==> src/hdl/epr_pkg.sv <==
package epr_pkg;

    localparam int EPR_COORD_W = 24;
    localparam int EPR_COEF_W  = 16;
    localparam int CFG_IDX_W   = 3;

    // register indexes of the configuration port
    typedef enum logic [CFG_IDX_W-1:0] {
        CFG_COS_X = 3'd0,
        CFG_SIN_X = 3'd1,
        CFG_COS_Y = 3'd2,
        CFG_SIN_Y = 3'd3,
        CFG_COS_Z = 3'd4,
        CFG_SIN_Z = 3'd5
    } t_cfg_reg;

endpackage

==> src/hdl/epr_rot.sv <==
// one planar rotation: p = a*c - b*s, q = a*s + b*c, rounded and saturated
// stage 1 registers the four products, stage 2 the rounded sums
module epr_rot #(
    parameter int CW = epr_pkg::EPR_COORD_W,
    parameter int KW = epr_pkg::EPR_COEF_W
) (
    input  logic                 i_clk,
    input  logic                 i_rst_n,
    input  logic                 i_in_valid,
    output logic                 o_in_ready,
    input  logic signed [CW-1:0] i_a,
    input  logic signed [CW-1:0] i_b,
    input  logic signed [CW-1:0] i_pass,
    input  logic                 i_clip,
    input  logic signed [KW-1:0] i_cos,
    input  logic signed [KW-1:0] i_sin,
    output logic                 o_out_valid,
    input  logic                 i_out_ready,
    output logic signed [CW-1:0] o_p,
    output logic signed [CW-1:0] o_q,
    output logic signed [CW-1:0] o_pass,
    output logic                 o_clip
);
    localparam int PW = CW + KW;
    localparam int SW = PW + 2;
    localparam int F  = KW - 2;
    localparam int RW = CW + 4;
    localparam logic signed [SW-1:0] RND  = {{(SW-F){1'b0}}, 1'b1, {(F-1){1'b0}}};
    localparam logic signed [RW-1:0] MAXV = {{(RW-CW+1){1'b0}}, {(CW-1){1'b1}}};
    localparam logic signed [RW-1:0] MINV = {{(RW-CW+1){1'b1}}, {(CW-1){1'b0}}};

    // returns {saturated, value}
    function automatic logic [CW:0] rnd_sat(input logic signed [SW-1:0] v);
        logic signed [SW-1:0] t;
        logic signed [RW-1:0] r;
        t = (v + RND) >>> F;
        r = t[RW-1:0];
        if (r > MAXV) begin
            rnd_sat = {1'b1, 1'b0, {(CW-1){1'b1}}};
        end else if (r < MINV) begin
            rnd_sat = {1'b1, 1'b1, {(CW-1){1'b0}}};
        end else begin
            rnd_sat = {1'b0, r[CW-1:0]};
        end
    endfunction

    logic                 r_v1;
    logic signed [PW-1:0] r_pac;
    logic signed [PW-1:0] r_pbs;
    logic signed [PW-1:0] r_pas;
    logic signed [PW-1:0] r_pbc;
    logic signed [CW-1:0] r_pass1;
    logic                 r_clip1;

    logic                 r_v2;
    logic signed [CW-1:0] r_p;
    logic signed [CW-1:0] r_q;
    logic signed [CW-1:0] r_pass2;
    logic                 r_clip2;

    logic                 ready1;
    logic                 ready2;
    logic signed [SW-1:0] ext_ac, ext_bs, ext_as, ext_bc;
    logic signed [SW-1:0] dif, sum;
    logic [CW:0]          n_p, n_q;

    assign ready2     = !r_v2 || i_out_ready;
    assign ready1     = !r_v1 || ready2;
    assign o_in_ready = ready1;

    always_ff @(posedge i_clk) begin
        if (!i_rst_n) begin
            r_v1 <= 1'b0;
        end else if (ready1) begin
            r_v1 <= i_in_valid;
        end
    end

    always_ff @(posedge i_clk) begin
        if (ready1 && i_in_valid) begin
            r_pac   <= i_a * i_cos;
            r_pbs   <= i_b * i_sin;
            r_pas   <= i_a * i_sin;
            r_pbc   <= i_b * i_cos;
            r_pass1 <= i_pass;
            r_clip1 <= i_clip;
        end
    end

    always_comb begin
        ext_ac = {{(SW-PW){r_pac[PW-1]}}, r_pac};
        ext_bs = {{(SW-PW){r_pbs[PW-1]}}, r_pbs};
        ext_as = {{(SW-PW){r_pas[PW-1]}}, r_pas};
        ext_bc = {{(SW-PW){r_pbc[PW-1]}}, r_pbc};
        dif    = ext_ac - ext_bs;
        sum    = ext_as + ext_bc;
        n_p    = rnd_sat(dif);
        n_q    = rnd_sat(sum);
    end

    always_ff @(posedge i_clk) begin
        if (!i_rst_n) begin
            r_v2 <= 1'b0;
        end else if (ready2) begin
            r_v2 <= r_v1;
        end
    end

    always_ff @(posedge i_clk) begin
        if (ready2 && r_v1) begin
            r_p     <= n_p[CW-1:0];
            r_q     <= n_q[CW-1:0];
            r_pass2 <= r_pass1;
            r_clip2 <= r_clip1 | n_p[CW] | n_q[CW];
        end
    end

    assign o_out_valid = r_v2;
    assign o_p         = r_p;
    assign o_q         = r_q;
    assign o_pass      = r_pass2;
    assign o_clip      = r_clip2;

    // an accepted request lands in the product stage
    a_accept_lands: assert property (@(posedge i_clk) disable iff (!i_rst_n)
        i_in_valid && o_in_ready |=> r_v1)
        else $error("accepted request not held in product stage");

    // a stalled result stays put
    a_stall_holds: assert property (@(posedge i_clk) disable iff (!i_rst_n)
        r_v2 && !i_out_ready |=> r_v2 && $stable(r_p) && $stable(r_q) && $stable(r_clip2))
        else $error("stalled result lost or changed");

    // products move forward when stage 2 has room
    a_advance: assert property (@(posedge i_clk) disable iff (!i_rst_n)
        r_v1 && ready2 |=> r_v2)
        else $error("product stage item dropped");

    // an earlier clip is never dropped
    a_clip_kept: assert property (@(posedge i_clk) disable iff (!i_rst_n)
        r_v1 && r_clip1 && ready2 |=> r_clip2)
        else $error("clip flag lost between stages");

endmodule

==> config.mk <==
export PLATFORM = sky130hd
export DESIGN_NAME = epr_rot
export DESIGN_NICKNAME = d
export VERILOG_FILES = /design/src/hdl/epr_pkg.sv /design/src/hdl/epr_rot.sv
export SDC_FILE = /design/constraint.sdc
export NUM_CORES = 2
export LEC_CHECK = 0
export ABC_CLOCK_PERIOD_IN_PS = 9500
export BUFFER_PORTS_ARGS = -buffer_cell sky130_fd_sc_hd__clkbuf_2
export CORE_ASPECT_RATIO = 0.8
export CORE_MARGIN = 1
export CORE_UTILIZATION = 57
export DETAILED_ROUTE_END_ITERATION = 12
export HOLD_SLACK_MARGIN = 0.15
export PLACE_DENSITY = 0.76
export SETUP_SLACK_MARGIN = 0.2
export SLEW_MARGIN = 20
export SYNTH_ARGS = -nofsm -noshare
export SYNTH_HDL_FRONTEND = slang
export SYNTH_SLANG_ARGS = --single-unit
==> constraint.sdc <==
create_clock -name i_clk -period 9.5 [get_ports i_clk]
set_input_delay 1.425 -clock i_clk [delete_from_list [all_inputs] [get_ports i_clk]]
set_output_delay 1.425 -clock i_clk [all_outputs]
set_load 0.05 [all_outputs]
==> summary.txt <==
Clock network
  • Htree depth: 2
  • Root Driver: clkbuf_16
  • CTS clk-pin slew, worst paths: ~70 ps
  • Total CTS buffers: 34
  • Longest Clk Path Bufs: 3
  • Postcts setup bufs: 0
  • Cts hold-fix bufs: 0
  • CTS tree: done
  • CTS sink count: between 200 and 300
  • Later-pin clock latency in the skew report: around 620 ps
  • Cts repair resizes: 0

GRT
  • GRT Total Usage: 0.301
  • Antenna violations before repair: 7
  • First-pass GRT wire length: about 280000 um
  • Largest net degree at the start of global routing: between 100 and 150
  • GR Overflow Total: 0
  • Number of global-route vias before repair: 52028

Worst setup path
  • R2R Setup Slk: 4570 ps
  • Worst setup EP type: register
  • Worst Path Required: between 9000 and 10000 ps
  • Data arrival, critical path: 9050 ps
  • CP Launch Type: primary input
  • CP Class: in2reg
  • Critical R2R Launch: r_pas[33]
  • R2R cell count: 13
  • Reg-to-reg critical path endpoint: o_clip
  • CP max FO: 25

STA
  • Clock Skew: ~47 ps
  • Post-layout minimum cycle time: approximately 8700 ps
  • Minimum hold slack: approximately 420 ps
  • Unrepaired setup endpoints after global routing: false
  • Measured slew at the worst slew-check pin: between 1000 and 1500 ps
  • Setup-failing EPs final: 0
  • Slew HR: 0.291
  • Final hold violations: 0
  • Setup TNS: 0 ps
  • Share of the clock period used by the worst path: 0.915
  • Fin. max-slew vios: 0
  • Fmax: approximately 120 MHz

Logic synthesis
  • Yosys Warn Count: 0
  • Synth area leader: fa_1
  • Most used DFF post-synth: edfxtp_1
  • Number of flops mapped to enable cells by yosys: approximately 260
  • Register bit total from synthesis: 260
  • Post-Synthesis Cells: a little over 7000
  • Register area share after synthesis: 0.115
  • Mux cell area share after synthesis: 0.000314
  • Synth Area in Simple Gates: 0.138
  • Compound-Gate Fraction of Synth Area: 0.0579
  • Area share of the largest cell type after synthesis: 0.442
  • Syn_area_per_cell: between 9 and 10 um2
  • Synthesized-area fraction occupied by adder cells: 0.543
  • Synth unique cells: 88
  • Post-Syn Area: a little under 70000 um2
  • Main combinational cell family by area after synthesis: adder cells
  • Async SR Flop Fraction: 0
  • Area contributors post-synth: fa_1, edfxtp_1, ha_1, inv_1, and2_1
  • Xor/xnor share of the synthesized area: 0.0284
  • Post-synth net total: a little over 9000

Die
  • Cell row count: about 110
  • Core Area: roughly 120000 um2
  • Die height: roughly 310 um
  • Die ar.: ~120000 um2
  • Die X: between 300 and 400 um
  • Starting Density: 0.578
  • IO Count: 184

Final layout
  • Fin nets: about 9300
  • Layout cells sized above 1: 0.0576
  • Syn-to-layout area delta: 5.50%
  • Commonest non-fill, non-tap cells in the layout: inv_1, fa_1, nand2_1, and2_1, ha_1
  • Most common cell after layout, fill and taps aside: inv_1
  • Seq. cell area: about 8000 um2
  • Filler cell count: approximately 9600
  • Multi-input gate area: approximately 52000 um2

Run status
  • Status: completed

Min path
  • Hold Path Origin: r_pass1[13]
  • Hold path endpoint: o_pass[13]
  • Path type of the worst min-delay path: reg2reg
  • Min-Delay Path Depth: 0

Placement
  • Routability cong.: approximately 0.94
  • Port bufs: roughly 180
  • Hpwl dp: ~140000 um

Drt
  • Routed WL: 171000 um
  • Drt first pass iters: 6
  • DR vias: just under 50000
  • Routed wire per std cell: ~20 um
  • Drt initial violations: approximately 4000
  • Residual DRC: 0
  • Antenna-violating nets left: 0
  • Post-DR vias/cell: roughly 5.5

Job
  • Max cap viols: 0
[flip-flops by register name, indices dropped and copies added, names as in the netlist]
name and cells:
o_clip 1, o_out_valid 1, o_p 24, o_pass 24
o_q 24, r_clip1 1, r_pac 40, r_pas 40
r_pass1 24, r_pbc 40, r_pbs 40, r_v1 1
[cells in the mapped netlist (4+ instances only)]
master     instances
clkbuf_1         302
nand2b_1          37
a21boi_0           6
o211ai_1           6
and4_1             6
xnor2_1          155
nor4_1             9
a311oi_1           5
nand2_1          933
o31ai_1            6
nor2b_1           27
a2111oi_0          4
a211oi_1          15
or3_1              7
fa_1            1496
and2_1           608
o31a_1             4
nor3_1            20
o21ai_2           20
and3_1            20
a211oi_2           4
buf_2              6
o21bai_1          35
or4_1              4
ha_1             548
nor2_1           162
xor2_1            65
inv_1           1800
o21ai_0           77
a211o_1            7
a21oi_1          174
or2_2             12
a21o_1           111
buf_1              8
edfxtp_1         258
o21a_1            39
a31oi_1           13
nand3_1           42
nand4_1           21
a41o_1             4
[logic make-up (layout without fill, tap and decap cells)]
group / count (synthesis) / in the layout
buffers and inverters: 2119 / 2154
adder cells (fa/ha/maj): 2044 / 2044
AND/OR/NAND/NOR: 1927 / 1927
AO/OA/AOI/OAI: 578 / 578
flip-flops: 260 / 260
XOR/XNOR: 220 / 220
multiplexers: 2 / 2
other: 0 / 6
[worst max path at each step]
stage | end | from
after detailed placement | r_pbs[39] | i_sin[4]
after floorplan | r_pas[38] | i_sin[1]
after CTS | r_pbs[39] | i_sin[4]
final | r_pac[39] | i_cos[4]
after global routing | r_pbs[39] | i_sin[3]
after global placement | r_pac[39] | i_cos[10]
[area by class of cell]
type | instances | share of cell area
Tap cell | 1539 | 0.0269
Clock inverter | 22 | 0.00317
Clock buffer | 39 | 0.0129
Antenna cell | 6 | 0.000210
Inverter | 1800 | 0.0945
Sequential cell | 260 | 0.109
Timing Repair Buffer | 293 | 0.0259
Multi-Input combinational cell | 4771 | 0.728
[worst max-delay path: stages]
cell and delay [ps]:
clkbuf_2 510, buf_4 420, nand2_1 150, fa_1 560
inv_1 50, fa_1 480, inv_1 60, fa_1 490
inv_1 50, fa_1 510, fa_1 500, inv_1 50
fa_1 480, inv_1 50, ha_1 350, a21o_1 200
a21o_1 170, a21oi_1 160, o21ai_0 180, or3b_2 560
a311oi_1 660, buf_4 250, o311ai_0 160, o211ai_1 180
o21bai_1 90, a21oi_1 170, xnor2_1 80
[through the flow]
| stage | worst slack (ps) | utilization | instances | area [um2] |
|---|---|---|---|---|
| after floorplan | 1630 | - | 7150 | 67800 |
| after global placement | 497 | 0.600 | 8663 | 70400 |
| after detailed placement | 311 | 0.600 | 8663 | 70400 |
| after CTS | 961 | 0.610 | 8724 | 71500 |
| after global routing | 533 | 0.610 | 8728 | 71500 |
| final | 805 | 0.610 | 8730 | 71500 |
[per-layer routing]
layer | wire length (um) | global-route usage
met1 | 68100 | 0.410
met5 | 0 | 0
met4 | 9070 | 0.140
met2 | 76700 | 0.464
met3 | 17500 | 0.0634
Power is not shown: default switching activity piles up to over one toggle a cycle in this logic, so the estimate is an artifact.
